==> config.mk <==
export PLATFORM = sky130hd
export DESIGN_NAME = byte_pattern_search_flat
export DESIGN_NICKNAME = d
export VERILOG_FILES = /design/src/sv/bps_pkg.sv /design/src/sv/bps_if.sv /design/src/sv/bps_cell.sv /design/src/sv/byte_pattern_search.sv /design/src/flat_wrapper.sv
export SDC_FILE = /design/constraint.sdc
export NUM_CORES = 2
export LEC_CHECK = 0
export BUFFER_PORTS_ARGS = -buffer_cell sky130_fd_sc_hd__buf_2
export CORE_MARGIN = 1.5
export CORE_UTILIZATION = 45
export CTS_CLUSTER_SIZE = 25
export DETAILED_ROUTE_END_ITERATION = 10
export MAX_ROUTING_LAYER = met4
export PLACE_DENSITY = 0.64
export SLEW_MARGIN = 10
export SYNTH_ARGS = -nofsm -noshare
export SYNTH_HDL_FRONTEND = slang
export SYNTH_SLANG_ARGS = --single-unit
export TNS_END_PERCENT = 1
==> constraint.sdc <==
create_clock -name clk -period 21.3 [get_ports clk]
set_clock_uncertainty 0.1 [all_clocks]
set_input_delay 2.13 -clock clk [delete_from_list [all_inputs] [get_ports clk]]
set_output_delay 2.13 -clock clk [all_outputs]
set_load 0.02 [all_outputs]
==> src/sv/bps_pkg.sv <==
// Shared widths, item codes and types for the byte pattern search block.
`default_nettype none

package bps_pkg;

	localparam int DATA_W = 8;
	localparam int POS_W = 5;
	localparam int LEN_W = 6;
	localparam int OFFSET_W = 32;

	localparam logic MODE_LOAD = 1'b0;
	localparam logic MODE_HAYSTACK = 1'b1;

	typedef logic [DATA_W-1:0] data_t;
	typedef logic [POS_W-1:0] pos_t;
	typedef logic [LEN_W-1:0] len_t;
	typedef logic [OFFSET_W-1:0] offset_t;

	typedef struct packed {
		logic shift;
		logic active;
	} cell_ctrl_t;

endpackage

`default_nettype wire

==> src/sv/bps_if.sv <==
// Valid/ready channel interfaces for input items and result items.
`default_nettype none

interface bps_item_if
	import bps_pkg::*;
();
	logic valid;
	logic ready;
	logic mode;
	data_t data_byte;
	pos_t needle_position;
	logic final_byte;

	modport source (output valid, mode, data_byte, needle_position, final_byte, input ready);
	modport sink (input valid, mode, data_byte, needle_position, final_byte, output ready);
endinterface

interface bps_result_if
	import bps_pkg::*;
();
	logic valid;
	logic ready;
	logic found;
	offset_t match_offset;

	modport source (output valid, found, match_offset, input ready);
	modport sink (input valid, found, match_offset, output ready);
endinterface

`default_nettype wire

==> src/sv/bps_cell.sv <==
// One window cell: holds a haystack byte and its aligned needle byte and compares them.
`default_nettype none

module bps_cell
	import bps_pkg::*;
(
	input  wire        clk,
	input  cell_ctrl_t ctrl,
	input  data_t      byte_in,
	input  data_t      aligned_d,
	output data_t      byte_out,
	output logic       hit
);

	data_t window_q;
	data_t aligned_q;

	always_ff @(posedge clk) begin
		if (ctrl.shift) begin
			window_q <= byte_in;
		end
		aligned_q <= aligned_d;
	end

	assign byte_out = window_q;
	assign hit = !ctrl.active || (window_q == aligned_q);

endmodule

`default_nettype wire

==> src/sv/byte_pattern_search.sv <==
// Top level of the byte pattern search block: needle store, cell chain and result stage.
//
// Finds the first occurrence of a needle of up to NEEDLE_MAX bytes in a haystack byte
// stream. A transaction with mode 0 writes one needle byte at needle_position; one with
// mode 1 shifts a haystack byte into a chain of NEEDLE_MAX cells, each of which compares
// its byte with the needle byte aligned to it for the current needle length. The block
// takes one transaction per cycle unless a result waits for the output register. The window
// shift is registered in the cells; compare, length check and offset subtraction feed the
// result register. The first full match gives found = 1 with the offset of the match start,
// later bytes up to the final byte give nothing; with no match the final byte gives found = 0.
// A zero needle length matches at offset 0. The needle length is written through cfg_we and
// cfg_data; the user must write it only while the block is idle, which the block does not enforce.
`default_nettype none

module byte_pattern_search
	import bps_pkg::*;
#(
	parameter int NEEDLE_MAX = 32
) (
	input  wire               clk,
	input  wire               arst_n,
	bps_item_if.sink          items,
	bps_result_if.source      results,
	input  wire               cfg_we,
	input  wire [LEN_W-1:0]   cfg_data
);

	localparam int EW = $clog2(NEEDLE_MAX + 1);
	localparam int VW = NEEDLE_MAX * DATA_W;

	logic [VW-1:0] needle_q;
	logic [VW-1:0] needle_d;
	logic [VW-1:0] reversed_d;
	logic [VW-1:0] aligned_vec;
	len_t len_q;
	len_t len_d;
	logic [EW-1:0] len_eff_d;
	logic [EW-1:0] len_eff;
	logic [EW-1:0] len_gap;
	logic [EW+2:0] shift_amt;

	logic valid_s1;
	logic last_s1;
	offset_t bytes_seen_q;
	logic new_search_q;
	logic match_reported_q;

	logic out_valid_q;
	logic found_q;
	offset_t offset_q;

	logic accept;
	logic load_acc;
	logic hay_acc;
	logic advance;
	logic out_free;
	logic all_hit;
	logic zero_len;
	logic full_match;
	logic res_valid;
	offset_t res_offset;

	data_t chain [NEEDLE_MAX+1];
	logic [NEEDLE_MAX-1:0] hits;

	assign accept = items.valid && items.ready;
	assign load_acc = accept && (items.mode == MODE_LOAD);
	assign hay_acc = accept && (items.mode == MODE_HAYSTACK);

	// Needle store and the next-state needle seen by the aligned copies in the cells.
	for (genvar k = 0; k < NEEDLE_MAX; k++) begin : g_needle
		assign needle_d[k*DATA_W +: DATA_W] =
			(load_acc && (32'(items.needle_position) == k)) ?
			items.data_byte : needle_q[k*DATA_W +: DATA_W];
		assign reversed_d[k*DATA_W +: DATA_W] =
			needle_d[(NEEDLE_MAX-1-k)*DATA_W +: DATA_W];
	end

	assign len_d = cfg_we ? cfg_data : len_q;
	assign len_eff_d = (32'(len_d) > 32'(NEEDLE_MAX)) ? EW'(NEEDLE_MAX) : EW'(len_d);
	assign len_eff = (32'(len_q) > 32'(NEEDLE_MAX)) ? EW'(NEEDLE_MAX) : EW'(len_q);
	assign len_gap = EW'(NEEDLE_MAX) - len_eff_d;
	assign shift_amt = {len_gap, 3'b000};
	assign aligned_vec = reversed_d >> shift_amt;

	always_ff @(posedge clk or negedge arst_n) begin
		if (!arst_n) begin
			needle_q <= '0;
			len_q <= '0;
		end else begin
			needle_q <= needle_d;
			len_q <= len_d;
		end
	end

	// Window chain: cell k holds the haystack byte seen k bytes ago.
	assign chain[0] = items.data_byte;
	for (genvar k = 0; k < NEEDLE_MAX; k++) begin : g_cell
		cell_ctrl_t ctrl;
		assign ctrl.shift = hay_acc;
		assign ctrl.active = (32'(k) < 32'(len_eff));
		bps_cell u_cell (
			.clk       (clk),
			.ctrl      (ctrl),
			.byte_in   (chain[k]),
			.aligned_d (aligned_vec[k*DATA_W +: DATA_W]),
			.byte_out  (chain[k+1]),
			.hit       (hits[k])
		);
	end

	assign all_hit = &hits;
	assign zero_len = (len_eff == '0);
	assign full_match = zero_len || ((bytes_seen_q >= OFFSET_W'(len_eff)) && all_hit);
	assign res_valid = valid_s1 && !match_reported_q && (full_match || last_s1);
	assign res_offset = zero_len ? '0 : (bytes_seen_q - OFFSET_W'(len_eff));

	assign out_free = !out_valid_q || results.ready;
	assign advance = !valid_s1 || !res_valid || out_free;
	assign items.ready = advance;

	always_ff @(posedge clk or negedge arst_n) begin
		if (!arst_n) begin
			valid_s1 <= 1'b0;
			last_s1 <= 1'b0;
			bytes_seen_q <= '0;
			new_search_q <= 1'b1;
			match_reported_q <= 1'b0;
			out_valid_q <= 1'b0;
		end else begin
			if (advance) begin
				valid_s1 <= hay_acc;
				if (valid_s1) begin
					if (last_s1) begin
						match_reported_q <= 1'b0;
					end else if (res_valid) begin
						match_reported_q <= 1'b1;
					end
				end
			end
			if (hay_acc) begin
				last_s1 <= items.final_byte;
				new_search_q <= items.final_byte;
				if (new_search_q) begin
					bytes_seen_q <= OFFSET_W'(1);
				end else if (bytes_seen_q != '1) begin
					bytes_seen_q <= bytes_seen_q + OFFSET_W'(1);
				end
			end
			if (out_free) begin
				out_valid_q <= res_valid;
			end
		end
	end

	always_ff @(posedge clk) begin
		if (out_free && res_valid) begin
			found_q <= full_match;
			offset_q <= full_match ? res_offset : '0;
		end
	end

	assign results.valid = out_valid_q;
	assign results.found = found_q;
	assign results.match_offset = offset_q;

endmodule

`default_nettype wire
==> src/flat_wrapper.sv <==
// flat-port wrapper written by rule: the top's interface ports become plain ports
module byte_pattern_search_flat import bps_pkg::*;
#(
	parameter int NEEDLE_MAX = 32
)
  (clk, arst_n, cfg_we, cfg_data, items_valid, items_mode, items_data_byte, items_needle_position, items_final_byte, items_ready, results_valid, results_found, results_match_offset, results_ready);
  bps_item_if items_i ();
  bps_result_if results_i ();
  input  wire clk;
  input  wire arst_n;
  input  wire cfg_we;
  input  wire [LEN_W-1:0] cfg_data;
  input wire logic [$bits(items_i.valid)-1:0] items_valid;
  input wire logic [$bits(items_i.mode)-1:0] items_mode;
  input wire logic [$bits(items_i.data_byte)-1:0] items_data_byte;
  input wire logic [$bits(items_i.needle_position)-1:0] items_needle_position;
  input wire logic [$bits(items_i.final_byte)-1:0] items_final_byte;
  output wire logic [$bits(items_i.ready)-1:0] items_ready;
  output wire logic [$bits(results_i.valid)-1:0] results_valid;
  output wire logic [$bits(results_i.found)-1:0] results_found;
  output wire logic [$bits(results_i.match_offset)-1:0] results_match_offset;
  input wire logic [$bits(results_i.ready)-1:0] results_ready;
  assign items_i.valid = items_valid;
  assign items_i.mode = items_mode;
  assign items_i.data_byte = items_data_byte;
  assign items_i.needle_position = items_needle_position;
  assign items_i.final_byte = items_final_byte;
  assign items_ready = items_i.ready;
  assign results_valid = results_i.valid;
  assign results_found = results_i.found;
  assign results_match_offset = results_i.match_offset;
  assign results_i.ready = results_ready;
  byte_pattern_search #(.NEEDLE_MAX(NEEDLE_MAX)) u_core (.clk(clk), .arst_n(arst_n), .items(items_i), .results(results_i), .cfg_we(cfg_we), .cfg_data(cfg_data));
endmodule
==> flow_summary.ini <==
[outcome]
outcome = finished with violations
failed_checks = capacitance limit, slew limit

[worst_setup_path]
critPathTopFamily = simple AND/OR/NAND/NOR gates
critPathMaxStageDelay_ns = 1.14
slowest_stage = mux2i_1
cp_num_buf_inv = 2
cp_max_fo = 112
crit_path_end_kind = register
critPathKind = reg -> reg
start_kind = register
crit_chain = xor2_1, nor4_1, a21oi_1, nor4_1, and4_1, and3_4, buf_4, buf_4, o21ai_1, o221ai_1, mux2i_1, mux2i_1, o221ai_1
critPathRequiredTime_ns = 21.70
cp_data_arrival_time_ns = 9.06

[global_route]
antenna_found_initial = 27
track_usage_pct = 51.1
grt_overflow = 0
grt_pass1_wl_um = 347000
grt_pass1_vias = 39300
grt_max_degree = 161

[power]
power.density_cell_area_mw_per_mm2 = 117
p_total_mw = 5.94
p_leak_nw = 19.8
vdd_ir_drop_max_v = 0.0000841

[cts]
cts_hold_buf = 0
clk_latency_ns = 0.76
cts_buffers = 92
clkSinkCount = 844
h-tree-depth = 3
cts_root_buf = clkbuf_16
cts_tree = done
cts_resized = 0
clk_pin_slew_ns = 0.06
postCtsSetupBuffers = 0
cts_max_path_buffers = 3

[sta]
post-route-min-period_ns = 8.66
setup_tns_ns = 0
max_freq_mhz = 115
rsz0062_at_grt = false
worst_pin_slew_ns = 1.48
hold_violations = 0
period_share_pct = 40.7
slew-limit-headroom_pct = -1.70
setup_viol = 0
final_max_slew_viol_count = 1

[yosys]
async_flop_share_pct = 35.4
synth_area_mm2 = 0.0454
yosys.area.top_type = edfxtp_1
synth_edf_count = 289
yosysWarnings = 0
yosys_register_bits = 844
syn_avg_cell_area_um2 = 10.1
synthFlopType = dfrtp_1
synthCells = 4504
yosysTopAreaCellShare_pct = 19.1
synthDistinctLibCells = 91
synth.area.top_cells = edfxtp_1 (19%), dfrtp_1 (16%), dfxtp_1 (11%)
ys_seq_area_share_pct = 46.9
syn_nets = 4539

[floorplan]
placementRows = 116
start_util_pct = 45.4
ios = 61
die_y_um = 321
coreArea_mm2 = 0.100
die_w_um = 321
dieArea_mm2 = 0.103

[detailed_routing]
vias = 42700
drcViolationCount = 0
routed_wl_um = 260000
drt_iter0_drc = 7118
wl_per_cell_um = 44.0
route.met3.wl_um = 35500
drtPass1Iterations = 8
met2_length_um = 102000
wl_met1_um = 98700
top_layer = met4
final_antenna_net_count = 0
drt-vias-per-instance = 7.24

[cells_and_area]
syn_to_final_growth_pct = 11.6
fin_nets = 4529
drive_gt1_share_pct = 17.0

[placed_design]
numPortBuffers = 60
gp_congestion = 1.15
post-dp-hpwl_um = 198000

[flow_run]
drv_cap = 3

[min_path]
hp-class = reg -> reg
-- path summary, 6_finish.rpt --
kind / from / endpoint / slack, ns / cells past startpoint
min in group asynchronous: arst_n / u_core.needle_q[68] / 1.36 / 1
max reg2reg: u_core.g_cell[28].u_cell.byte_out[3] / u_core.g_cell[0].u_cell.aligned_q[4] / 12.64 / 13
min: u_core.g_cell[4].u_cell.byte_out[2] / u_core.g_cell[5].u_cell.byte_out[2] / 0.35 / 0
max: u_core.g_cell[28].u_cell.byte_out[3] / u_core.g_cell[0].u_cell.aligned_q[4] / 12.64 / 13
max in group asynchronous: arst_n / u_core.bytes_seen_q[0] / 16.65 / 4
min reg2reg: u_core.g_cell[4].u_cell.byte_out[2] / u_core.g_cell[5].u_cell.byte_out[2] / 0.35 / 0
-- registers in the layout, indices dropped and copies added, names as in the netlist, 6 cells and up --
signal                          count
u_core.results.match_offset        32
u_core.g_cell.u_cell.byte_out     256
u_core.g_cell.u_cell.aligned_q    256
u_core.bytes_seen_q                32
u_core.needle_q                   256
u_core.len_q                        6
-- cell usage in the layout, fill, tap and decap left out, types with 23 or more instances in the layout --
cell type  count
or4_1        113
edfxtp_1     289
o21ai_1       49
o21ai_0      283
a21oi_1      113
o211ai_1      82
dfrtp_1      298
buf_2         58
and2_1        24
diode_2       26
nand2_1      234
or3_1         41
o221ai_1     159
nor2_1       528
xnor2_1       23
dfxtp_1      256
a221oi_1      24
buf_4        164
inv_1         28
xor2_1       283
nor3_1        48
o22ai_1      176
a22oi_1       60
mux2_2       305
clkbuf_16     92
nor4_1        80
nand3_1       64
mux2i_1      168
o22a_1        54
-- layout make-up --
cell class / count / area [um^2]
Multi-Input combinational cell: 3297 / 22900
Fill cell: 9188 / 49300
Tap cell: 1298 / 1620
Clock inverter: 39 / 500
Clock buffer: 130 / 2620
Inverter: 30 / 118
Antenna cell: 26 / 65.1
Timing Repair Buffer: 229 / 1630
Sequential cell: 844 / 21300
-- power breakdown --
| part | internal (mW) | switching (mW) |
|---|---|---|
| sequential | 1.90 | 0.274 |
| clock | 0.919 | 0.734 |
| combinational | 0.570 | 1.54 |
| total | 3.39 | 2.55 |
-- per-layer routing --
layer | global-route usage [%] | vias to the layer above
li1 | - | 17100
met1 | 62.7 | 21200
met2 | 67.4 | 3407
met3 | 21.2 | 954
met4 | 35.3 | 0
met5 | - | -
-- logic make-up (layout without fill, tap and decap cells) --
group	Yosys count	in the layout	share of synthesized area, %
fa+ha+maj	9	9	0.265
other cells	0	26	0
xor+xnor	308	308	5.94
buf+inv	363	428	3.22
flops	844	844	46.9
mux	480	480	11.5
compound gates	1252	1252	19.1
simple gates	1248	1248	13.1
-- cell usage after synthesis (all sizes together) (65+ instances only) --
library cell / instances
or4: 115
nand2: 239
edfxtp: 289
mux2: 306
mux2i: 172
nor2: 542
o21ai: 340
dfxtp: 256
xor2: 284
o22ai: 176
o211ai: 87
dfrtp: 298
a21oi: 118
nor4: 84
clkbuf: 273
nand3: 65
o221ai: 165
-- through the flow --
stage / hold slack [ns] / worst slack, ns / cells / util, % / cell area (um^2)
finish: 0.350 / 12.64 / 5893 / 50.7 / 50700
global route: 0.361 / 12.93 / 5885 / 50.7 / 50700
CTS: 0.343 / 13.15 / 5865 / 50.6 / 50600
detailed placement: 0.354 / 12.65 / 5696 / 47.5 / 47500
global placement: 0.351 / 12.65 / 5693 / 47.4 / 47400
floorplan: 0.339 / 6.15 / 4504 / - / 45400
No activity file was read; power rests on OpenSTA's default activity.
